==> config.mk <==
export PLATFORM = sky130hd
export DESIGN_NAME = script_lexical_bracket_scanner_core
export DESIGN_NICKNAME = d
export VERILOG_FILES = /design/src/hdl/slbs_pkg.sv /design/src/hdl/script_lexical_bracket_scanner_core.sv /design/src/hdl/slbs_front.sv /design/src/hdl/slbs_fifo.sv /design/src/hdl/slbs_back.sv
export SDC_FILE = /design/constraint.sdc
export NUM_CORES = 2
export LEC_CHECK = 0
export ABC_CLOCK_PERIOD_IN_PS = 13650
export BUFFER_PORTS_ARGS = -buffer_cell sky130_fd_sc_hd__buf_2
export CELL_PAD_IN_SITES_DETAIL_PLACEMENT = 1
export CELL_PAD_IN_SITES_GLOBAL_PLACEMENT = 2
export CORE_MARGIN = 3
export CORE_UTILIZATION = 45
export CTS_CLUSTER_DIAMETER = 100
export DETAILED_ROUTE_END_ITERATION = 8
export GPL_TIMING_DRIVEN = 0
export PLACE_DENSITY_LB_ADDON = 0.15
export SLEW_MARGIN = 20
export SYNTH_ARGS = -nofsm -noshare
export SYNTH_HDL_FRONTEND = slang
export SYNTH_SLANG_ARGS = --single-unit
==> constraint.sdc <==
create_clock -name clk -period 13.65 [get_ports clk]
set_clock_uncertainty 0.15 [all_clocks]
set_input_delay 1.365 -clock clk [delete_from_list [all_inputs] [get_ports clk]]
set_output_delay 1.365 -clock clk [all_outputs]
set_load 0.02 [all_outputs]
==> src/hdl/slbs_pkg.sv <==
package slbs_pkg;

  localparam int STACK_DEPTH = 32;
  localparam int POS_BITS    = 16;
  localparam int IDX_BITS    = $clog2(STACK_DEPTH);
  localparam int CNT_BITS    = $clog2(STACK_DEPTH + 1);
  localparam int FIFO_DEPTH  = 2;

  localparam logic [POS_BITS-1:0] POS_MAX = {POS_BITS{1'b1}};

  localparam logic [7:0] CH_HASH    = 8'h23;
  localparam logic [7:0] CH_AMP     = 8'h26;
  localparam logic [7:0] CH_CARET   = 8'h5e;
  localparam logic [7:0] CH_NL      = 8'h0a;
  localparam logic [7:0] CH_BSLASH  = 8'h5c;
  localparam logic [7:0] CH_COMMA   = 8'h2c;
  localparam logic [7:0] CH_SQUOTE  = 8'h27;
  localparam logic [7:0] CH_DQUOTE  = 8'h22;
  localparam logic [7:0] CH_LPAREN  = 8'h28;
  localparam logic [7:0] CH_RPAREN  = 8'h29;
  localparam logic [7:0] CH_LBRACK  = 8'h5b;
  localparam logic [7:0] CH_RBRACK  = 8'h5d;
  localparam logic [7:0] CH_LBRACE  = 8'h7b;
  localparam logic [7:0] CH_RBRACE  = 8'h7d;

  localparam logic [1:0] KIND_NONE  = 2'd0;
  localparam logic [1:0] KIND_PAREN = 2'd1;
  localparam logic [1:0] KIND_BRACK = 2'd2;
  localparam logic [1:0] KIND_BRACE = 2'd3;

  localparam logic [1:0] QUOTE_NONE   = 2'd0;
  localparam logic [1:0] QUOTE_SINGLE = 2'd1;
  localparam logic [1:0] QUOTE_DOUBLE = 2'd2;

  localparam logic [1:0] FLAVOR_PLAIN = 2'd0;
  localparam logic [1:0] FLAVOR_NAME  = 2'd1;
  localparam logic [1:0] FLAVOR_PATH  = 2'd2;

  localparam logic [2:0] LEX_CODE    = 3'd0;
  localparam logic [2:0] LEX_COMMENT = 3'd1;
  localparam logic [2:0] LEX_STRING  = 3'd2;

  typedef enum logic [2:0] {
    ACT_NONE    = 3'd0,
    ACT_OPEN    = 3'd1,
    ACT_CLOSE   = 3'd2,
    ACT_COMMA   = 3'd3,
    ACT_NEWLINE = 3'd4
  } act_t;

  typedef struct packed {
    logic                clear;
    logic                is_code;
    act_t                act;
    logic [1:0]          kind;
    logic [POS_BITS-1:0] pos;
    logic [2:0]          lex_state;
    logic [1:0]          quote;
  } op_t;

endpackage

==> src/hdl/script_lexical_bracket_scanner_core.sv <==
// The scanner takes one source byte per item with its two-byte lookahead and
// returns one result item per byte, in order. It sustains one item per clock
// cycle while results are popped and the queue is not full. The front
// classifies the byte and tracks comments and strings, a two-entry queue holds
// the classified items, and the back updates the bracket stack, searching all
// stack entries at once for a closer, before the result is registered.
module script_lexical_bracket_scanner_core
  import slbs_pkg::*;
(
  input  logic        clk,
  input  logic        rst_n,
  input  logic        push,
  output logic        full,
  input  logic        in_first_byte,
  input  logic [7:0]  in_text_byte,
  input  logic [7:0]  in_next_byte,
  input  logic [7:0]  in_after_next_byte,
  input  logic        in_lookahead_ok,
  output logic        empty,
  input  logic        pop,
  output logic        out_byte_is_code,
  output logic [2:0]  out_lexical_state,
  output logic [1:0]  out_open_quote,
  output logic [5:0]  out_nesting_depth,
  output logic [1:0]  out_top_kind,
  output logic [15:0] out_top_offset,
  output logic [7:0]  out_top_comma_count,
  output logic [15:0] out_top_last_comma,
  output logic [15:0] out_statement_begin,
  output logic        out_stack_overflow
);

  op_t                 f_op, q_op;
  logic                take_in, q_empty, q_full, take_q;
  logic                out_valid_r;
  logic [CNT_BITS-1:0] b_depth;
  logic [1:0]          b_kind;
  logic [POS_BITS-1:0] b_off, b_last, b_mark;
  logic [7:0]          b_commas;
  logic                b_ovf;

  assign full    = q_full;
  assign take_in = push && !q_full;
  assign empty   = !out_valid_r;
  assign take_q  = !q_empty && (!out_valid_r || pop);

  slbs_front u_front (
    .clk             (clk),
    .rst_n           (rst_n),
    .take            (take_in),
    .first_byte      (in_first_byte),
    .text_byte       (in_text_byte),
    .next_byte       (in_next_byte),
    .after_next_byte (in_after_next_byte),
    .lookahead_ok    (in_lookahead_ok),
    .op              (f_op)
  );

  slbs_fifo u_fifo (
    .clk      (clk),
    .rst_n    (rst_n),
    .wr_en    (take_in),
    .wr_op    (f_op),
    .rd_en    (take_q),
    .rd_op    (q_op),
    .is_full  (q_full),
    .is_empty (q_empty)
  );

  slbs_back u_back (
    .clk        (clk),
    .rst_n      (rst_n),
    .take       (take_q),
    .op         (q_op),
    .depth      (b_depth),
    .top_kind   (b_kind),
    .top_offset (b_off),
    .top_commas (b_commas),
    .top_last   (b_last),
    .mark       (b_mark),
    .overflow   (b_ovf)
  );

  always_ff @(posedge clk) begin
    if (take_q) begin
      out_byte_is_code    <= q_op.is_code;
      out_lexical_state   <= q_op.lex_state;
      out_open_quote      <= q_op.quote;
      out_nesting_depth   <= 6'(b_depth);
      out_top_kind        <= b_kind;
      out_top_offset      <= 16'(b_off);
      out_top_comma_count <= b_commas;
      out_top_last_comma  <= 16'(b_last);
      out_statement_begin <= 16'(b_mark);
      out_stack_overflow  <= b_ovf;
    end
  end

  always_ff @(posedge clk) begin
    if (!rst_n) begin
      out_valid_r <= 1'b0;
    end else if (take_q) begin
      out_valid_r <= 1'b1;
    end else if (pop) begin
      out_valid_r <= 1'b0;
    end
  end

`ifndef SYNTHESIS
  a_code_state: assert property (@(posedge clk) disable iff (!rst_n)
    (!empty && out_byte_is_code) |-> (out_lexical_state == LEX_CODE))
    else $error("code byte reported outside code state");

  a_quote_state: assert property (@(posedge clk) disable iff (!rst_n)
    !empty |-> ((out_open_quote == QUOTE_NONE) ==
                (out_lexical_state == LEX_CODE || out_lexical_state == LEX_COMMENT)))
    else $error("open quote disagrees with lexical state");

  a_top_kind: assert property (@(posedge clk) disable iff (!rst_n)
    !empty |-> ((out_top_kind == KIND_NONE) == (out_nesting_depth == 6'd0)))
    else $error("top kind disagrees with nesting depth");
`endif

endmodule

==> src/hdl/slbs_front.sv <==
module slbs_front
  import slbs_pkg::*;
(
  input  logic       clk,
  input  logic       rst_n,
  input  logic       take,
  input  logic       first_byte,
  input  logic [7:0] text_byte,
  input  logic [7:0] next_byte,
  input  logic [7:0] after_next_byte,
  input  logic       lookahead_ok,
  output op_t        op
);

  logic [POS_BITS-1:0] pos_r, pos_nxt;
  logic                comment_r, comment_nxt;
  logic [1:0]          quote_r, quote_nxt;
  logic                triple_r, triple_nxt;
  logic                escape_r, escape_nxt;
  logic [1:0]          flavor_r, flavor_nxt;
  logic [7:0]          prev_r, prev_nxt;
  logic [1:0]          skip_r, skip_nxt;

  always_comb begin
    logic [POS_BITS-1:0] pos;
    logic                com;
    logic [1:0]          q;
    logic                tri_q;
    logic                esc;
    logic [1:0]          flv;
    logic [7:0]          prv;
    logic [1:0]          skp;
    logic [7:0]          qchar;
    pos   = first_byte ? '0 : pos_r;
    com   = first_byte ? 1'b0 : comment_r;
    q     = first_byte ? QUOTE_NONE : quote_r;
    tri_q = first_byte ? 1'b0 : triple_r;
    esc   = first_byte ? 1'b0 : escape_r;
    flv   = first_byte ? FLAVOR_PLAIN : flavor_r;
    prv   = first_byte ? 8'h00 : prev_r;
    skp   = first_byte ? 2'd0 : skip_r;
    qchar = (q == QUOTE_SINGLE) ? CH_SQUOTE : CH_DQUOTE;

    comment_nxt = com;
    quote_nxt   = q;
    triple_nxt  = tri_q;
    escape_nxt  = esc;
    flavor_nxt  = flv;
    skip_nxt    = skp;
    op          = '0;
    op.clear    = first_byte;
    op.pos      = pos;
    op.act      = ACT_NONE;
    op.kind     = KIND_NONE;

    if (skp != 2'd0) begin
      skip_nxt = skp - 2'd1;
    end else if (com) begin
      if (text_byte == CH_NL) begin
        comment_nxt = 1'b0;
        op.act      = ACT_NEWLINE;
      end
    end else if (q != QUOTE_NONE) begin
      if (tri_q && text_byte == qchar && lookahead_ok && next_byte == qchar &&
          after_next_byte == qchar) begin
        skip_nxt   = 2'd2;
        quote_nxt  = QUOTE_NONE;
        triple_nxt = 1'b0;
        escape_nxt = 1'b0;
      end else if (esc) begin
        escape_nxt = 1'b0;
      end else if (text_byte == CH_BSLASH) begin
        escape_nxt = 1'b1;
      end else if (!tri_q && text_byte == qchar) begin
        quote_nxt = QUOTE_NONE;
      end
    end else if (text_byte == CH_HASH) begin
      comment_nxt = 1'b1;
    end else if (text_byte == CH_SQUOTE || text_byte == CH_DQUOTE) begin
      quote_nxt  = (text_byte == CH_SQUOTE) ? QUOTE_SINGLE : QUOTE_DOUBLE;
      escape_nxt = 1'b0;
      flavor_nxt = (prv == CH_AMP) ? FLAVOR_NAME :
                   (prv == CH_CARET) ? FLAVOR_PATH : FLAVOR_PLAIN;
      if (lookahead_ok && next_byte == text_byte && after_next_byte == text_byte) begin
        triple_nxt = 1'b1;
        skip_nxt   = 2'd2;
      end
    end else begin
      op.is_code = 1'b1;
      case (text_byte)
        CH_LPAREN: begin op.act = ACT_OPEN;  op.kind = KIND_PAREN; end
        CH_LBRACK: begin op.act = ACT_OPEN;  op.kind = KIND_BRACK; end
        CH_LBRACE: begin op.act = ACT_OPEN;  op.kind = KIND_BRACE; end
        CH_RPAREN: begin op.act = ACT_CLOSE; op.kind = KIND_PAREN; end
        CH_RBRACK: begin op.act = ACT_CLOSE; op.kind = KIND_BRACK; end
        CH_RBRACE: begin op.act = ACT_CLOSE; op.kind = KIND_BRACE; end
        CH_COMMA:  op.act = ACT_COMMA;
        CH_NL:     op.act = ACT_NEWLINE;
        default:   op.act = ACT_NONE;
      endcase
    end

    prev_nxt = text_byte;
    pos_nxt  = (pos == POS_MAX) ? POS_MAX : pos + 1'b1;

    op.quote     = quote_nxt;
    op.lex_state = comment_nxt ? LEX_COMMENT :
                   (quote_nxt != QUOTE_NONE) ? (LEX_STRING + {1'b0, flavor_nxt}) : LEX_CODE;
  end

  always_ff @(posedge clk) begin
    if (!rst_n) begin
      pos_r     <= '0;
      comment_r <= 1'b0;
      quote_r   <= QUOTE_NONE;
      triple_r  <= 1'b0;
      escape_r  <= 1'b0;
      flavor_r  <= FLAVOR_PLAIN;
      prev_r    <= 8'h00;
      skip_r    <= 2'd0;
    end else if (take) begin
      pos_r     <= pos_nxt;
      comment_r <= comment_nxt;
      quote_r   <= quote_nxt;
      triple_r  <= triple_nxt;
      escape_r  <= escape_nxt;
      flavor_r  <= flavor_nxt;
      prev_r    <= prev_nxt;
      skip_r    <= skip_nxt;
    end
  end

endmodule

==> src/hdl/slbs_fifo.sv <==
module slbs_fifo
  import slbs_pkg::*;
(
  input  logic clk,
  input  logic rst_n,
  input  logic wr_en,
  input  op_t  wr_op,
  input  logic rd_en,
  output op_t  rd_op,
  output logic is_full,
  output logic is_empty
);

  localparam int PTR_BITS = $clog2(FIFO_DEPTH);

  op_t                 mem_r [FIFO_DEPTH];
  logic [PTR_BITS-1:0] wptr_r, rptr_r;
  logic [PTR_BITS:0]   cnt_r;

  assign is_full  = (cnt_r == (PTR_BITS+1)'(FIFO_DEPTH));
  assign is_empty = (cnt_r == '0);
  assign rd_op    = mem_r[rptr_r];

  always_ff @(posedge clk) begin
    if (wr_en) begin
      mem_r[wptr_r] <= wr_op;
    end
  end

  always_ff @(posedge clk) begin
    if (!rst_n) begin
      wptr_r <= '0;
      rptr_r <= '0;
      cnt_r  <= '0;
    end else begin
      if (wr_en) begin
        wptr_r <= (wptr_r == PTR_BITS'(FIFO_DEPTH - 1)) ? '0 : wptr_r + 1'b1;
      end
      if (rd_en) begin
        rptr_r <= (rptr_r == PTR_BITS'(FIFO_DEPTH - 1)) ? '0 : rptr_r + 1'b1;
      end
      if (wr_en && !rd_en) begin
        cnt_r <= cnt_r + 1'b1;
      end else if (rd_en && !wr_en) begin
        cnt_r <= cnt_r - 1'b1;
      end
    end
  end

endmodule

==> src/hdl/slbs_back.sv <==
module slbs_back
  import slbs_pkg::*;
(
  input  logic                clk,
  input  logic                rst_n,
  input  logic                take,
  input  op_t                 op,
  output logic [CNT_BITS-1:0] depth,
  output logic [1:0]          top_kind,
  output logic [POS_BITS-1:0] top_offset,
  output logic [7:0]          top_commas,
  output logic [POS_BITS-1:0] top_last,
  output logic [POS_BITS-1:0] mark,
  output logic                overflow
);

  logic [1:0]          kind_r  [STACK_DEPTH];
  logic [POS_BITS-1:0] off_r   [STACK_DEPTH];
  logic [7:0]          com_r   [STACK_DEPTH];
  logic [POS_BITS-1:0] last_r  [STACK_DEPTH];
  logic [CNT_BITS-1:0] cnt_r, cnt_nxt;
  logic [POS_BITS-1:0] mark_r, mark_nxt;
  logic                ovf_r, ovf_nxt;

  logic [CNT_BITS-1:0] cnt_eff;
  logic [IDX_BITS-1:0] top_idx;
  logic                do_push, do_comma;
  logic [7:0]          com_inc;
  logic                hit;
  logic [IDX_BITS-1:0] hit_idx;
  logic [IDX_BITS-1:0] rd_idx;

  assign cnt_eff  = op.clear ? '0 : cnt_r;
  assign top_idx  = IDX_BITS'(cnt_eff - 1'b1);
  assign do_push  = (op.act == ACT_OPEN) && (cnt_eff < CNT_BITS'(STACK_DEPTH));
  assign do_comma = (op.act == ACT_COMMA) && (cnt_eff != '0) &&
                    (kind_r[top_idx] == KIND_PAREN);
  assign com_inc  = (com_r[top_idx] == 8'hff) ? 8'hff : com_r[top_idx] + 8'd1;

  always_comb begin
    hit     = 1'b0;
    hit_idx = '0;
    for (int i = 0; i < STACK_DEPTH; i++) begin
      if (CNT_BITS'(i) < cnt_eff && kind_r[i] == op.kind) begin
        hit     = 1'b1;
        hit_idx = IDX_BITS'(i);
      end
    end
  end

  always_comb begin
    cnt_nxt  = cnt_eff;
    mark_nxt = op.clear ? '0 : mark_r;
    ovf_nxt  = op.clear ? 1'b0 : ovf_r;
    case (op.act)
      ACT_OPEN: begin
        if (do_push) begin
          cnt_nxt = cnt_eff + 1'b1;
        end else begin
          ovf_nxt = 1'b1;
        end
      end
      ACT_CLOSE: begin
        if (hit) begin
          cnt_nxt = CNT_BITS'(hit_idx);
        end
      end
      ACT_NEWLINE: begin
        if (cnt_eff == '0) begin
          mark_nxt = (op.pos == POS_MAX) ? POS_MAX : op.pos + 1'b1;
        end
      end
      default: begin
      end
    endcase
  end

  assign rd_idx = IDX_BITS'(cnt_nxt - 1'b1);

  always_comb begin
    depth = cnt_nxt;
    mark  = mark_nxt;
    overflow = ovf_nxt;
    if (cnt_nxt == '0) begin
      top_kind   = KIND_NONE;
      top_offset = '0;
      top_commas = 8'd0;
      top_last   = '0;
    end else if (do_push) begin
      top_kind   = op.kind;
      top_offset = op.pos;
      top_commas = 8'd0;
      top_last   = '0;
    end else if (do_comma) begin
      top_kind   = kind_r[rd_idx];
      top_offset = off_r[rd_idx];
      top_commas = com_inc;
      top_last   = op.pos;
    end else begin
      top_kind   = kind_r[rd_idx];
      top_offset = off_r[rd_idx];
      top_commas = com_r[rd_idx];
      top_last   = (com_r[rd_idx] != 8'd0) ? last_r[rd_idx] : '0;
    end
  end

  always_ff @(posedge clk) begin
    if (take && do_push) begin
      kind_r[IDX_BITS'(cnt_eff)] <= op.kind;
      off_r[IDX_BITS'(cnt_eff)]  <= op.pos;
      com_r[IDX_BITS'(cnt_eff)]  <= 8'd0;
      last_r[IDX_BITS'(cnt_eff)] <= '0;
    end else if (take && do_comma) begin
      com_r[top_idx]  <= com_inc;
      last_r[top_idx] <= op.pos;
    end
  end

  always_ff @(posedge clk) begin
    if (!rst_n) begin
      cnt_r  <= '0;
      mark_r <= '0;
      ovf_r  <= 1'b0;
    end else if (take) begin
      cnt_r  <= cnt_nxt;
      mark_r <= mark_nxt;
      ovf_r  <= ovf_nxt;
    end
  end

endmodule

==> results.cfg <==
[logic_synthesis]
syn_avg_cell_area_um2 = 19.2
ys_seq_area_frac = 0.701
ys_types = 91
syn_inst = 3374
yosysWarnings = 0
synth_nets = 3416
synth-edff-count = 1471
async_flop_share = 0
synth_ff_type = edfxtp_1
syn_area_um2 = 64700
synth-seq-cells = 1533

[detailed_routing]
routed_wl_um = 204000
drc = 0
postRouteAntennaNets = 0
via_per_inst = 6.37
first_pass_iters = 5
wl_per_cell_um = 35.3
initialDrtViolationCount = 4568
vias = 36750

[hold_path]
holdCritPathClass = flop to flop

[cells_and_area]
layout.nets = 3783
n_antenna_cell = 0
fin_util = 0.531
fin_cells = 5767
area_growth_pct = 16.8
final_common_cell = edfxtp_1
drive_gt1_frac = 0.300
fillers = 12714
final_cell_mix = 1471 x edfxtp_1, 484 x mux4_2, 169 x nand2_1, 161 x clkbuf_16, 144 x buf_2

[power]
peakVddDrop_v = 0.000174
power_w = 0.0202
pwr-share-comb = 0.499
p_seq_frac = 0.285
power.density_nw_per_um2 = 268
p_leak_nw = 23.3
switchingPower_w = 0.00806
clkPwrFrac = 0.216
intPower_w = 0.0122
p_sw_frac = 0.398

[global_routing]
grt_usage = 0.278
antenna_found_initial = 8
grt_pass1_vias = 38319
grt_pass1_wl_um = 288000
grt_overflow = 0
grt_start_max_net_pins = 51

[timing]
finalSetupViolations = 0
fin_crit_sh = 0.948
rsz0062_at_grt = false
worstMarginPinSlew_ps = 1250
maxSlewHeadroom = 0.165
period_minus_slack_ps = 12940
fmax_ghz = 0.0773
report.final.slew_viol_count = 0
hold_viol = 0

[outcome]
status = complete, no violations

[placed_design]
placement.io_buffers = 102
gp_congestion = 0.921
dp_hpwl_um = 141000
placedCellCount = 5470

[setup_path]
worst-endpoint-required_ps = 13950
cp_data_arrival_time_ps = 13240
crit_type = flop to flop
cp-end-kind = flop
crit_path_start_kind = flop
path_max_fanout = 21
worst_path_most_repeated_cell = buf_2
r2r_slack_ps = 710
slowest_stage = clkdlybuf4s15_1
max_stage_delay_ps = 970

[run]
max-cap-violations = 0

[cts]
clockRootBuffer = clkbuf_16
path_clk_slew_ps = 60
cts_tree = yes
worstSkewPairLatency_ps = 810
cts_buffers = 160
cts_sinks = 1533
htree_levels = 4
cts_buffer_depth = 3

[floorplanning]
start_util = 0.455
io_pins = 103
fp-row-count = 138
die-area_um2 = 148000
die_w_um = 385
core-area_um2 = 142000
fp.dieH_um = 385
per-layer routing:
layer  vias to the layer above  global-route usage  share of wire
met3                       347              0.0502          0.073
met4                         2              0.0898          0.032
li1                      14728                   -              -
met5                         -                   0       0.000064
met1                     19957               0.380           0.40
met2                      1716               0.454           0.49
through the flow:
stage	setup slack, ps	TNS [ps]	cell area [um2]	hold slack [ps]
2_1_floorplan	5560	0	64700	293
3_3_place_gp	-613	-5690	67600	302
3_5_place_dp	247	0	70300	312
4_1_cts	127	0	75600	319
5_1_grt	272	0	75600	343
6_report	705	0	75600	318
repair_timing:
item	in CTS	in global routing
hold buffers	0	0
buffers inserted	0	0
endpoints found under the setup margin	0	2
gates resized for setup	0	4
path summary, 6_finish.rpt:
| path | to | depth (start not counted) | startpoint |
|---|---|---|---|
| max | out_top_last_comma[15]$_SDFFCE_PP0P_ | 29 | flop |
| min | u_back.mark_r[5]$_SDFFE_PN0P_ | 2 | u_back.mark_r[5]$_SDFFE_PN0P_ |
| max reg2reg | out_top_last_comma[15]$_SDFFCE_PP0P_ | 29 | flop |
| min reg2reg | u_back.mark_r[5]$_SDFFE_PN0P_ | 2 | u_back.mark_r[5]$_SDFFE_PN0P_ |
power groups by stage:
stage,Sequential [W],Clock (W),Combinational [W]
after floorplan,0.00597,0,0.00608
final,0.00576,0.00438,0.0101
after global placement,0.00588,0,0.00980
after detailed placement,0.00586,0,0.0101
after CTS,0.00577,0.00445,0.0102
after global routing,0.00578,0.00465,0.0106
synth_stat cells (43+ instances only):
cell,count,share of area
a211oi_1,43,0.0050
xnor2_1,78,0.011
edfxtp_1,1471,0.68
clkbuf_1,105,0.0061
inv_1,47,0.0027
mux4_2,484,0.17
mux2i_1,55,0.0085
nand3_1,47,0.0036
dfxtp_1,62,0.019
nand2_1,169,0.0098
nor2_1,136,0.0079
logic make-up (layout without fill, tap and decap cells):
kind of cell | Yosys count | after routing | synth area share
buf+inv | 245 | 748 | 0.0180
fa+ha+maj | 12 | 12 | 0.00232
simple gates | 605 | 605 | 0.0468
flops | 1533 | 1533 | 0.701
xor+xnor | 107 | 107 | 0.0147
mux | 555 | 555 | 0.180
compound gates | 317 | 317 | 0.0365
critical path: cells and delay by family, from the launching register on:
| family | cells | cell delay [ps] |
|---|---|---|
| AO/OA/AOI/OAI | 4 | 1750 |
| AND/OR/NAND/NOR | 5 | 1940 |
| multiplexers | 4 | 970 |
| flip-flops | 1 | 310 |
| buffers and inverters | 14 | 6250 |
| adder cells (fa/ha/maj) | 2 | 1100 |
flip-flops by register name, summed over array words and instances (netlist names), 3 cells and up, named ones only:
register             count
u_fifo.mem_r            56
u_back.last_r          512
out_top_comma_count      8
u_back.off_r           512
out_statement_begin     16
out_top_last_comma      16
out_top_offset          16
u_back.com_r           256
u_front.pos_r           16
u_back.cnt_r             6
u_front.prev_r           8
u_back.kind_r           64
out_nesting_depth        6
out_lexical_state        3
u_back.mark_r           16
area by class of cell:
class	instances	area (um2)	area share
Sequential cell	1533	45400	0.601
Multi-Input combinational cell	1596	18900	0.249
Clock buffer	197	4170	0.0552
Timing Repair Buffer	206	2530	0.0335
Tap cell	1890	2360	0.0313
Clock inverter	101	1080	0.0142
Buffer	191	987	0.0131
Inverter	53	199	0.00263
Note: power is estimated with default switching activity, not from simulation.
